$ cat config.mk
export PLATFORM = sky130hd
export DESIGN_NAME = pin_change_notification_port_top
export DESIGN_NICKNAME = d
export VERILOG_FILES = /design/src/pcn_pkg.sv /design/src/pin_change_notification_port_top.sv
export SDC_FILE = /design/constraint.sdc
export NUM_CORES = 1
export LEC_CHECK = 0
export ABC_AREA = 1
export ABC_CLOCK_PERIOD_IN_PS = 3100
export BUFFER_PORTS_ARGS = -buffer_cell sky130_fd_sc_hd__buf_4
export CAP_MARGIN = 20
export CORE_UTILIZATION = 23
export CTS_CLUSTER_SIZE = 40
export DETAILED_ROUTE_END_ITERATION = 8
export GPL_ROUTABILITY_DRIVEN = 1
export SYNTH_ARGS = -nofsm -noshare
export SYNTH_HDL_FRONTEND = slang
export SYNTH_SLANG_ARGS = --single-unit
$ cat constraint.sdc
create_clock -name clock -period 3.1 [get_ports clock]
set_clock_uncertainty 0.15 [all_clocks]
set_input_delay 0.465 -clock clock [delete_from_list [all_inputs] [get_ports clock]]
set_output_delay 0.465 -clock clock [all_outputs]
set_load 0.03 [all_outputs]
$ cat src/pcn_pkg.sv
// ---------------------------------------------------------------------------
// pcn_pkg: shared definitions for the pin change notification port
// Codes for item kinds and register selects, field widths and defaults.
// ---------------------------------------------------------------------------
`timescale 1ns / 1ps
`default_nettype none

package pcn_pkg;

   // Field widths
   localparam int unsigned KindWidth  = 2;
   localparam int unsigned SelWidth   = 3;
   localparam int unsigned DataWidth  = 16;
   localparam int unsigned PinWidth   = 16;
   localparam int unsigned ReqDataW   = 32;   // write_data, pin_levels
   localparam int unsigned ReqUserW   = 5;    // kind, reg_select
   localparam int unsigned RspDataW   = 40;   // read_data, irq, new_edges, pad

   // Default number of pins that exist on the port
   localparam int unsigned PinCountDefault = 16;

   // Item kinds
   typedef enum logic [KindWidth-1:0] {
      KIND_TICK  = 2'd0,
      KIND_WRITE = 2'd1,
      KIND_READ  = 2'd2,
      KIND_NONE  = 2'd3
   } kind_type;

   // Register selects
   localparam logic [SelWidth-1:0] SelControl = 3'd0;
   localparam logic [SelWidth-1:0] SelRiseEn  = 3'd1;
   localparam logic [SelWidth-1:0] SelFallEn  = 3'd2;
   localparam logic [SelWidth-1:0] SelFlags   = 3'd3;
   localparam logic [SelWidth-1:0] SelSummary = 3'd4;
   localparam logic [SelWidth-1:0] SelIrqEn   = 3'd5;

   // Control register bit positions
   localparam int unsigned CtrlOnBit    = 15;
   localparam int unsigned CtrlStyleBit = 11;

   // Configuration register indexes
   localparam logic CfgInputMask = 1'b0;

endpackage : pcn_pkg

`default_nettype wire

$ cat src/pin_change_notification_port_top.sv
// A request passes through the input register, then the result register, before
// its result is presented.
// Throughput: one item per cycle; the input stalls only while a result waits
// and the input register is already full.
// The sticky flag and edge update is a single pass of masking logic per item.
// Reset (synchronous, active high) clears the valid bits and block state; the
// data registers are not reset, and input_mask returns to all ones.
// ---------------------------------------------------------------------------
// pin_change_notification_port_top: edge-style change notification port
// Samples pin levels on ticks, latches qualified edges into sticky flags,
// and serves register reads and writes arriving on the same stream.
// ---------------------------------------------------------------------------
`timescale 1ns / 1ps
`default_nettype none

module pin_change_notification_port_top #(
   parameter int unsigned PIN_COUNT = pcn_pkg::PinCountDefault
) (
   input  wire logic                          clock,
   input  wire logic                          reset,
   // request stream
   input  wire logic                          req_tvalid,
   output      logic                          req_tready,
   input  wire logic [pcn_pkg::ReqDataW-1:0]  req_tdata,  // [15:0] write_data, [31:16] pin_levels
   input  wire logic [pcn_pkg::ReqUserW-1:0]  req_tuser,  // [1:0] kind, [4:2] reg_select
   // result stream
   output      logic                          rsp_tvalid,
   input  wire logic                          rsp_tready,
   output      logic [pcn_pkg::RspDataW-1:0]  rsp_tdata,  // [15:0] read_data,
                                                           // [16] interrupt_request,
                                                           // [32:17] new_edges, [39:33] zero
   // configuration port
   input  wire logic                          csr_psel,
   input  wire logic                          csr_penable,
   input  wire logic                          csr_pwrite,
   input  wire logic [2:0]                    csr_paddr,
   input  wire logic [31:0]                   csr_pwdata,
   output      logic [31:0]                   csr_prdata,
   output      logic                          csr_pready
);
   import pcn_pkg::*;

   // Pins that exist on this port
   localparam int unsigned PresentCount = (PIN_COUNT >= PinWidth) ? PinWidth : PIN_COUNT;
   localparam logic [31:0] PresentWide  = (32'd1 << PresentCount) - 32'd1;
   localparam logic [PinWidth-1:0] PresentMask = PresentWide[PinWidth-1:0];

   // Configuration
   logic [PinWidth-1:0] input_mask_ff;
   logic                cfg_write;

   // Block state
   logic                ctrl_on_ff, ctrl_on_in;
   logic                ctrl_edge_ff, ctrl_edge_in;
   logic [PinWidth-1:0] rise_en_ff, rise_en_in;
   logic [PinWidth-1:0] fall_en_ff, fall_en_in;
   logic [PinWidth-1:0] flags_ff, flags_in;
   logic [PinWidth-1:0] prev_ff, prev_in;
   logic                summary_ff, summary_in;
   logic                irq_en_ff, irq_en_in;

   // Input register
   logic                 in_valid_ff;
   kind_type             kind_ff;
   logic [SelWidth-1:0]  sel_ff;
   logic [DataWidth-1:0] wdata_ff;
   logic [PinWidth-1:0]  levels_ff;

   // Result register
   logic                 out_valid_ff;
   logic [RspDataW-1:0]  out_data_ff;

   // Per-item results
   logic [DataWidth-1:0] rdata;
   logic [PinWidth-1:0]  edges;
   logic [PinWidth-1:0]  rise;
   logic [PinWidth-1:0]  fall;
   logic                 advance;

   // Handshake: the input register moves on when the result register is free
   assign advance    = in_valid_ff && (!out_valid_ff || rsp_tready);
   assign req_tready = !in_valid_ff || advance;
   assign rsp_tvalid = out_valid_ff;
   assign rsp_tdata  = out_data_ff;

   // Configuration port: zero-wait, one register
   assign csr_pready = 1'b1;
   assign cfg_write  = csr_psel && csr_penable && csr_pwrite && csr_pready;
   assign csr_prdata = (csr_paddr[2] == CfgInputMask) ? {16'd0, input_mask_ff} : 32'd0;

   always_ff @(posedge clock) begin
      if (reset) begin
         input_mask_ff <= '1;
      end else if (cfg_write && csr_paddr[2] == CfgInputMask) begin
         input_mask_ff <= csr_pwdata[PinWidth-1:0];
      end
   end

   // Edge detection, flag update and register access for the held item
   assign rise = levels_ff & ~prev_ff;
   assign fall = prev_ff & ~levels_ff;

   always_comb begin
      ctrl_on_in   = ctrl_on_ff;
      ctrl_edge_in = ctrl_edge_ff;
      rise_en_in   = rise_en_ff;
      fall_en_in   = fall_en_ff;
      flags_in     = flags_ff;
      prev_in      = prev_ff;
      summary_in   = summary_ff;
      irq_en_in    = irq_en_ff;
      rdata        = '0;
      edges        = '0;
      unique case (kind_ff)
         KIND_TICK: begin
            if (ctrl_on_ff && ctrl_edge_ff) begin
               edges = ((rise & rise_en_ff) | (fall & fall_en_ff)) & input_mask_ff
                       & PresentMask;
            end
            if (edges != '0) begin
               flags_in   = flags_ff | edges;
               summary_in = 1'b1;
            end
            prev_in = levels_ff;
         end
         KIND_WRITE: begin
            unique case (sel_ff)
               SelControl: begin
                  ctrl_on_in   = wdata_ff[CtrlOnBit];
                  ctrl_edge_in = wdata_ff[CtrlStyleBit];
               end
               SelRiseEn:  rise_en_in = wdata_ff & PresentMask;
               SelFallEn:  fall_en_in = wdata_ff & PresentMask;
               SelFlags:   flags_in   = wdata_ff & PresentMask;
               SelSummary: summary_in = wdata_ff[0];
               SelIrqEn:   irq_en_in  = wdata_ff[0];
               default: ;
            endcase
         end
         KIND_READ: begin
            unique case (sel_ff)
               SelControl: begin
                  rdata[CtrlOnBit]    = ctrl_on_ff;
                  rdata[CtrlStyleBit] = ctrl_edge_ff;
               end
               SelRiseEn:  rdata = rise_en_ff;
               SelFallEn:  rdata = fall_en_ff;
               SelFlags:   rdata = flags_ff;
               SelSummary: rdata = {15'd0, summary_ff};
               SelIrqEn:   rdata = {15'd0, irq_en_ff};
               default: ;
            endcase
         end
         default: ;
      endcase
   end

   // Commit state when the held item moves into the result register
   always_ff @(posedge clock) begin
      if (reset) begin
         ctrl_on_ff   <= 1'b0;
         ctrl_edge_ff <= 1'b0;
         rise_en_ff   <= '0;
         fall_en_ff   <= '0;
         flags_ff     <= '0;
         prev_ff      <= '0;
         summary_ff   <= 1'b0;
         irq_en_ff    <= 1'b0;
      end else if (advance) begin
         ctrl_on_ff   <= ctrl_on_in;
         ctrl_edge_ff <= ctrl_edge_in;
         rise_en_ff   <= rise_en_in;
         fall_en_ff   <= fall_en_in;
         flags_ff     <= flags_in;
         prev_ff      <= prev_in;
         summary_ff   <= summary_in;
         irq_en_ff    <= irq_en_in;
      end
   end

   // Input register: capture each request transfer
   always_ff @(posedge clock) begin
      if (reset) begin
         in_valid_ff <= 1'b0;
      end else if (req_tready) begin
         in_valid_ff <= req_tvalid;
      end
   end

   always_ff @(posedge clock) begin
      if (req_tvalid && req_tready) begin
         kind_ff   <= kind_type'(req_tuser[KindWidth-1:0]);
         sel_ff    <= req_tuser[KindWidth +: SelWidth];
         wdata_ff  <= req_tdata[DataWidth-1:0];
         levels_ff <= req_tdata[DataWidth +: PinWidth];
      end
   end

   // Result register: hold until the result transfer completes
   always_ff @(posedge clock) begin
      if (reset) begin
         out_valid_ff <= 1'b0;
      end else if (advance) begin
         out_valid_ff <= 1'b1;
      end else if (rsp_tready) begin
         out_valid_ff <= 1'b0;
      end
   end

   always_ff @(posedge clock) begin
      if (advance) begin
         out_data_ff <= {7'd0, edges, summary_in & irq_en_in, rdata};
      end
   end

endmodule : pin_change_notification_port_top

`default_nettype wire

==> run summary, run 1 <==
Average cell area after synthesis = 8.381 sq um
Die Area = 30020 sq um
Max FO, Critical Path = 31
Share of cells above drive strength 1 = 18.28%
CTS tree = built
Commonest cells after routing, fill and taps aside = nor2_1, nand2_1, buf_4
Hold/Removal Path Class = in -> reg
Worst EP required = 3.27 ns
Mapped Cells = 805
Final #Nets = 996
Largest net degree at the start of global routing = 82
Port Buffers = 111
Vias in the first global route = 5189
Hold depth = 1
RD Place Congestion = 0.7694
Area Growth Syn to Fin = 26.74%
Row cnt = 62
Hold Path Sink = wdata_ff[8]
Placeable core region = 28780 sq um
CP endpoint kind = flop
Total chip power = 4.874 mW
DR vias/cell = 4.143
Pleak = 3.749 nW
Sink Count = 156
Clock Path Buffers = 2
Final hold violation count = 0
Die W = 173.3 microns
Seq/Total Area, Yosys = 56.68%
R2R Path End = flags_ff[4]
WS Path Type = reg -> reg
Most common cell after layout, fill and taps aside = nor2_1
Reg2Reg Depth = 13
Arrival time at the worst endpoint = 2.57 ns
Final period util = 77.19%
Gates resized, CTS repair = 0
Drt wl/cell = 13.82 microns
GRT overflow = 0
Sequential share of power = 46.5%
Mapped cell area = 6746 sq um
Max cap viols = 0
DR vias = 5444
Power density over cell area = 570.0 nW/um^2
Worst r2r src = ctrl_on_ff
Initial DRT Pass Iterations = 7
Fin crit period = 2.393 ns
Setup-failing EPs final = 0
Slew Viols, Final = 0
First-pass GRT wire length = 27970 microns
Hold_buf cts = 0
Final setup TNS = 0 ns
Clock latency on the worst-skew pair = 0.43 ns
Detail Route Antenna Nets = 0
IO Pins = 154
Hold Path Origin = req_tdata[8]
Fin util = 29.71%
CTS Buf Count = 17
Switching pwr = 1.157 mW
Worst VDD drop = 0.0003001 V
Startpoint types = flop
Comb power frac = 8.4%
Worst-Margin Slew = 0.8124 ns
Outcome = finished, final reports clean
Slew HR = 45.84%
Antenna Cells = 0
Reg2Reg Setup Slack = 0.71 ns
Drt total wl = 18160 microns
Register bit total from synthesis = 156
Setup bufs post-CTS = 0
Final HPWL DP = 13060 microns
GRT Overall Usage = 12.22%
Clk pwr share = 45.1%
CTS clock-pin slew for the worst setup and hold paths = 0.06 ns
P_int = 3.716 mW
DIE HEIGHT = 173.3 microns
# DRC = 0
Root Buffer Master = clkbuf_16
Antenna violations before repair = 0
F_max = 417.9 MHz
Unrepaired setup endpoints after global routing = no
Yosys warning total = 0
Synth unique cells = 28
Initial DRC count = 357
Sw Share = 23.75%
H-tree Lvls = 4
Starting Density = 23.44%
[per-stage QoR]
step | instances | hold WS (ns) | area (sq um) | worst slack, ns
finish | 1314 | 0.05914 | 8551 | 0.7072
global route | 1314 | 0.04310 | 8551 | 0.5058
CTS | 1314 | 0.03820 | 8551 | 0.6911
detailed placement | 1282 | 0.3083 | 7926 | 0.7050
global placement | 1282 | 0.3004 | 7926 | 0.7705
floorplan | 827 | 0.2907 | 6829 | 0.7758
[power by group through the flow]
stage	Combinational (mW)	Clock (mW)	Sequential, mW
after floorplan	0.248	0	2.33
after global placement	0.404	0	2.31
after detailed placement	0.411	0	2.31
after CTS	0.412	2.25	2.27
after global routing	0.446	2.32	2.27
final	0.408	2.20	2.27
[area by class of cell]
class / count / area [sq um]
Clock buffer: 18 / 429.2
Clock inverter: 14 / 195.2
Fill cell: 3041 / 20230
Inverter: 100 / 375.4
Multi-Input combinational cell: 516 / 2301
Sequential cell: 156 / 3824
Tap cell: 384 / 480.5
Timing Repair Buffer: 126 / 945.9
[worst max-delay path, stage by stage (launching register included)]
cell     delay [ns]
dfxtp_1        0.33
nand2_2        0.27
nor2_1         0.14
nand3_1        0.24
nand2_1        0.08
nor2_1         0.11
nand2_1        0.07
nor2_2         0.17
nand2_2        0.08
nand2_2        0.06
buf_4          0.33
nand2_1        0.10
nand2_1        0.07
nor2_1         0.05
[cells in the mapped netlist, drive strengths merged]
| master | instances | share of area (%) |
|---|---|---|
| a211oi | 2 | 0.22 |
| a21boi | 1 | 0.11 |
| a221oi | 2 | 0.26 |
| inv | 98 | 5.5 |
| a21oi | 28 | 2.1 |
| nor2 | 166 | 9.3 |
| o22ai | 4 | 0.37 |
| nand3b | 1 | 0.11 |
| nand3 | 23 | 2.0 |
| dfxtp | 86 | 26 |
| nor3 | 1 | 0.15 |
| clkbuf | 21 | 1.2 |
| clkinv | 2 | 0.11 |
| o221ai | 4 | 0.52 |
| buf | 34 | 3.7 |
| o211ai | 25 | 2.8 |
| conb | 2 | 0.11 |
| o21ai | 60 | 4.5 |
| nand2 | 160 | 9.0 |
| edfxtp | 70 | 31 |
| a31oi | 15 | 1.4 |
[cell families (layout without fill, tap and decap cells)]
group           Yosys count  in the layout  share of synthesized area, %
other cells               2             24                        0.1113
flops                   156            156                         56.68
simple gates            351            351                         20.55
compound gates          141            141                         12.18
buf+inv                 155            258                         10.48
[sequential cells by signal (all words and copies together) (netlist names)]
name	flops
rsp_tdata	33
fall_en_ff	16
flags_ff	16
input_mask_ff	16
levels_ff	16
prev_ff	16
rise_en_ff	16
wdata_ff	16
sel_ff	3
kind_ff	2
ctrl_edge_ff	1
ctrl_on_ff	1
in_valid_ff	1
irq_en_ff	1
rsp_tvalid	1
summary_ff	1
[how the worst max path moves through the flow]
stage | from | endpoint
after detailed placement | ctrl_on_ff | flags_ff[7]
after global routing | ctrl_edge_ff | flags_ff[6]
after global placement | ctrl_on_ff | flags_ff[7]
after CTS | ctrl_on_ff | flags_ff[7]
after floorplan | rsp_tready | prev_ff[11]
final | ctrl_on_ff | flags_ff[4]
[metal layers]
layer	vias to the layer above	global-route usage (%)	routed length, microns
li1	2777	-	-
met1	2494	15.99	8645
met2	150	19.18	8184
met3	23	3.246	950
met4	0	4.720	377
met5	-	0	0
No activity file was read; power rests on OpenSTA's default activity.
==> inputs of run 2 (changes only) <==
Settings changed: ABC_CLOCK_PERIOD_IN_PS 3100 to 2100.
Clock period 3.1 ns to 2.1 ns, I/O delays scaled along.
==> run summary, run 2 (synthesis results as in run 1) <==
Antenna Cells = 0
Sink Count = 156
Startpoint types = flop
Die W = 173.3 microns
Max FO, Critical Path = 11
Max reg flops = 33
Power density over cell area = 755.9 nW/um^2
Reg2Reg Setup Slack = 0.08 ns
Sw Share = 25.10%
CP max stage cell = dfxtp_4
Comb power frac = 10.0%
CTS tree = built
Largest net degree at the start of global routing = 82
P_int = 5.383 mW
Worst VDD drop = 0.0003448 V
Detail Route Antenna Nets = 0
Most common cell after layout, fill and taps aside = nor2_1
Drt wl/cell = 13.71 microns
WS Path Type = reg -> reg
Setup-failing EPs final = 0
Port Buffers = 111
DR vias = 5774
Outcome = finished, final reports clean
Max cap viols = 0
Placeable core region = 28780 sq um
Switching pwr = 1.804 mW
Crit path cell chain = nand2_8 > buf_4 > nor2_1 > nand3_2 > nand2_1 > nor2_1 > nand2_1 > nor2_4 > nand2_2 > nand2_4 > clkbuf_16 > nor2_1 > nor2_1
Worst-Margin Slew = 0.8901 ns
IO Pins = 154
CTS clock-pin slew for the worst setup and hold paths = 0.06 ns
Filler Cell Count = 2966
CP endpoint kind = flop
Vias in the first global route = 5575
First-pass GRT wire length = 29210 microns
Arrival time at the worst endpoint = 2.21 ns
Initial DRC count = 386
Start point of the critical path = ctrl_on_ff
Slew Viols, Final = 0
Final period util = 96.32%
Worst EP required = 2.29 ns
Clock latency on the worst-skew pair = 0.44 ns
Finished Layout Cells = 1400
Root Buffer Master = clkbuf_16
Drt total wl = 19200 microns
Row cnt = 62
Share of cells above drive strength 1 = 21.06%
Antenna violations before repair = 0
GRT Overall Usage = 12.70%
Final #Nets = 1082
Die Area = 30020 sq um
GRT overflow = 0
Reg2Reg Depth = 13
Commonest cells after routing, fill and taps aside = nor2_1, nand2_1, buf_4
Crit path largest cell delay = 0.41 ns
Starting Density = 23.44%
DR vias/cell = 4.124
Sequential share of power = 46.6%
DP Cell Count = 1308
CTS Buf Count = 17
Fin crit period = 2.023 ns
F_max = 494.4 MHz
Clk pwr share = 43.5%
Slew HR = 40.44%
Worst path most repeated cell = nor2_1
Hold/Removal Path Class = in -> reg
Final HPWL DP = 13560 microns
Clock Path Buffers = 2
RD Place Congestion = 0.8199
Critical Path Sink = flags_ff[13]
Pleak = 4.169 nW
# DRC = 0
Fin util = 33.03%
H-tree Lvls = 4
Worst r2r src = ctrl_on_ff
Unrepaired setup endpoints after global routing = yes
Final hold violation count = 0
R2R Path End = flags_ff[13]
Area Growth Syn to Fin = 40.91%
Initial DRT Pass Iterations = 5
DIE HEIGHT = 173.3 microns
## run 2: changes by cell type in the layout (fill, tap and decap cells not counted), sizes merged
cell	previous run	this run
buf	126	153
nand2	160	161
bufinv	4	2
clkinvlp	1	2
clkbuf	18	20
dlygate4sd3	0	56
inv	99	103
clkinv	10	7
## run 2: metal layers
layer | wire length, microns | up-vias | global-route usage, % | part of all wire, %
li1 | - | 2954 | - | -
met1 | 9159 | 2601 | 16.64 | 48
met2 | 8787 | 190 | 20.05 | 46
met3 | 830 | 29 | 2.522 | 4.3
met4 | 422 | 0 | 5.973 | 2.2
met5 | 0 | - | 0 | 0
## run 2: worst min path at each step
stage,startpoint,end,slack (ns),cells past startpoint
finish,rsp_tready,in_valid_ff,0.06,4
floorplan,reset,rsp_tvalid,0.23,1
CTS,rsp_tready,in_valid_ff,0.05,4
global placement,prev_ff[13],prev_ff[13],0.30,2
detailed placement,prev_ff[8],prev_ff[8],0.31,2
global route,rsp_tready,in_valid_ff,0.11,4
## run 2: power by group through the flow
stage               logic, mW  registers, mW  clock network (mW)
floorplan               0.368           3.44                   0
global placement        0.614           3.41                   0
detailed placement      0.625           3.41                   0
CTS                     0.712           3.35                3.20
global route            0.780           3.36                3.30
finish                  0.717           3.35                3.12
## run 2: layout make-up
cell class / count / area, sq um / share of cell area, %
clock buffers: 18 / 439.2 / 4.620
clock inverters: 14 / 158.9 / 1.671
inverters: 100 / 379.1 / 3.988
multi-input cells: 517 / 2379 / 25.02
flip-flops and latches: 156 / 3832 / 40.31
well taps: 384 / 480.5 / 5.054
repair buffers: 211 / 1838 / 19.33
## run 2: what timing repair did
action | in CTS | in global routing
gates resized for setup | 1 | 19
setup endpoints to repair | 17 | 17
endpoints found under the hold margin | 56 | 0
hold buffers | 56 | 0
setup buffers | 0 | 1
pin swaps | 0 | 4
gates cloned | 0 | 3
## run 2: metrics by stage
stage	hold WS [ns]	area, sq um	setup slack, ns	setup TNS (ns)	total power [mW]
after global routing	0.1071	9507	-0.005125	-0.005125	7.436
final	0.06294	9507	0.07720	0	7.187
after global placement	0.2987	8204	-0.005362	-0.01246	4.026
after CTS	0.04905	9368	0.03241	0	7.256
after floorplan	0.2267	6838	0.007880	0	3.805
after detailed placement	0.3064	8204	-0.03942	-0.3554	4.038
## run 2: critical path: cells and delay by family (launching register included)
family                 cells  cell delay [ns]
and+or+nand+nor           11             0.99
buffers and inverters      2             0.35
DFF                        1             0.41
==> inputs of run 3 (changes only) <==
Settings changed: CELL_PAD_IN_SITES_DETAIL_PLACEMENT set to 1, CELL_PAD_IN_SITES_GLOBAL_PLACEMENT set to 2, CTS_BUF_LIST set to sky130_fd_sc_hd__clkbuf_4 sky130_fd_sc_hd__clkbuf_8, PLACE_DENSITY_LB_ADDON set to 0.1.
==> run summary, run 3 (synthesis results as in run 1) <==
Outcome = finished, final reports clean
Die Area = 30020 sq um
Die W = 173.3 microns
Reg2Reg Depth = 14
Max FO, Critical Path = 8
Slew HR = 66.16%
F_max = 494.5 MHz
P_int = 4.832 mW
Row cnt = 62
Startpoint types = flop
Pleak = 4.138 nW
RD Place Congestion = 0.7587
CTS clock-pin slew for the worst setup and hold paths = 0.09 ns
Antenna Cells = 0
Share of cells above drive strength 1 = 23.16%
Fin crit period = 2.022 ns
Fin util = 32.97%
Max cap viols = 0
Slew Viols, Final = 0
Design area = 9488 sq um
Arrival time at the worst endpoint = 2.24 ns
Initial DRT Pass Iterations = 4
Placement Cell Area = 8242 sq um
# DRC = 0
Hold Path Origin = rsp_tready
Final period util = 96.29%
Switching pwr = 1.767 mW
Placeable core region = 28780 sq um
DR vias/cell = 4.197
DIE HEIGHT = 173.3 microns
Worst EP required = 2.32 ns
Comb power frac = 11.2%
Sequential share of power = 50.7%
Final hold slack = 0.03533 ns
GRT Overall Usage = 15.07%
WS Path Type = reg -> reg
Final hold violation count = 0
CTS tree = built
Hold/Removal Path Class = in -> reg
Initial DRC count = 247
Worst-Margin Slew = 0.5066 ns
Hold Path Sink = in_valid_ff
Largest net degree at the start of global routing = 50
Sink Count = 156
Total chip power = 6.599 mW
Clock latency on the worst-skew pair = 0.48 ns
CP endpoint kind = flop
Setup-failing EPs final = 0
Area Growth Syn to Fin = 40.63%
Crit path cell chain = nand2_4 > buf_12 > nor2_2 > nand3_1 > nand2_2 > nor2_1 > nand2_2 > nor2_4 > nand2_4 > nand2_8 > clkbuf_16 > nand2_1 > nand2_1 > nor2_1
CTS Buf Count = 17
Port Buffers = 111
Worst r2r src = ctrl_edge_ff
Drt total wl = 22620 microns
Detail Route Antenna Nets = 0
IO Pins = 154
First-pass GRT wire length = 33930 microns
Most common cell after layout, fill and taps aside = nor2_1
H-tree Lvls = 4
Commonest cells after routing, fill and taps aside = nor2_1, nand2_1, buf_4
Clk pwr share = 38.1%
Antenna violations before repair = 0
Final #Nets = 1085
Clock Path Buffers = 2
Final setup TNS = 0 ns
Final HPWL DP = 15530 microns
Power density over cell area = 695.5 nW/um^2
CP max stage cell = dfxtp_2
Vias in the first global route = 6116
Starting Density = 23.44%
Drt wl/cell = 16.12 microns
R2R Path End = flags_ff[0]
Hold depth = 4
DR vias = 5888
Crit path largest cell delay = 0.34 ns
Root Buffer Master = clkbuf_8
Filler Cell Count = 3395
Worst VDD drop = 0.0003497 V
GRT overflow = 0
Sw Share = 26.78%
Max reg flops = 33
Reg2Reg Setup Slack = 0.08 ns
## run 3: changes by cell type in the layout (fill, tap and decap cells not counted), sizes merged
cell | previous run | this run
inv | 103 | 99
clkinvlp | 2 | 3
nand2 | 161 | 160
bufinv | 2 | 3
clkbuf | 20 | 24
buf | 153 | 155
## run 3: power by group through the flow
stage | clock (mW) | combinational [mW] | sequential [mW]
2_1_floorplan | 0 | 0.368 | 3.44
5_1_grt | 2.75 | 0.809 | 3.36
6_report | 2.52 | 0.739 | 3.34
3_5_place_dp | 0 | 0.647 | 3.41
4_1_cts | 2.64 | 0.732 | 3.35
3_3_place_gp | 0 | 0.644 | 3.42
## run 3: worst max path at each step
stage / startpoint / to / slack [ns] / cells past startpoint
4_1_cts: ctrl_on_ff / flags_ff[12] / 0.01 / 14
6_report: ctrl_edge_ff / flags_ff[0] / 0.08 / 14
2_1_floorplan: rsp_tvalid / kind_ff[0] / 0.008 / 3
3_3_place_gp: ctrl_on_ff / flags_ff[6] / 0.06 / 14
3_5_place_dp: ctrl_on_ff / flags_ff[13] / 0.03 / 14
5_1_grt: ctrl_on_ff / flags_ff[0] / -0.02 / 14
## run 3: final cells by class
cell class	instances	area (sq um)	area share, %
clock buffer	20	262.8	2.769
clock inverter	12	166.4	1.754
inverter	100	379.1	3.996
multi-input combinational	516	2435	25.66
sequential	156	3827	40.34
tap	384	480.5	5.064
timing repair buffer	215	1937	20.41
## run 3: critical path: cells and delay by family, from the launching register on
family / cells / cell delay, ns
buffers and inverters: 2 / 0.32
DFF: 1 / 0.34
and+or+nand+nor: 12 / 1.10
## run 3: through the flow
stage / setup WS, ns / std cells
6_report: 0.07784 / 1403
5_1_grt: -0.02423 / 1403
4_1_cts: 0.01087 / 1396
3_5_place_dp: 0.02945 / 1308
3_3_place_gp: 0.05660 / 1308
2_1_floorplan: 0.007880 / 827
## run 3: what timing repair did
action | CTS | global route
resized for setup | 0 | 37
buffers inserted | 0 | 3
setup endpoints to repair | 0 | 16
hold buffers | 56 | 0
endpoints found under the hold margin | 58 | 0
## run 3: per-layer routing
metal / GRT usage (%) / part of all wire, % / vias up / routed length (microns)
met1: 17.47 / 43 / 2835 / 9797
met5: 0 / 0 / - / 0
li1: - / - / 2961 / -
met2: 28.16 / 54 / 77 / 12160
met4: 3.872 / 0.91 / 0 / 206
met3: 2.807 / 2.0 / 15 / 455
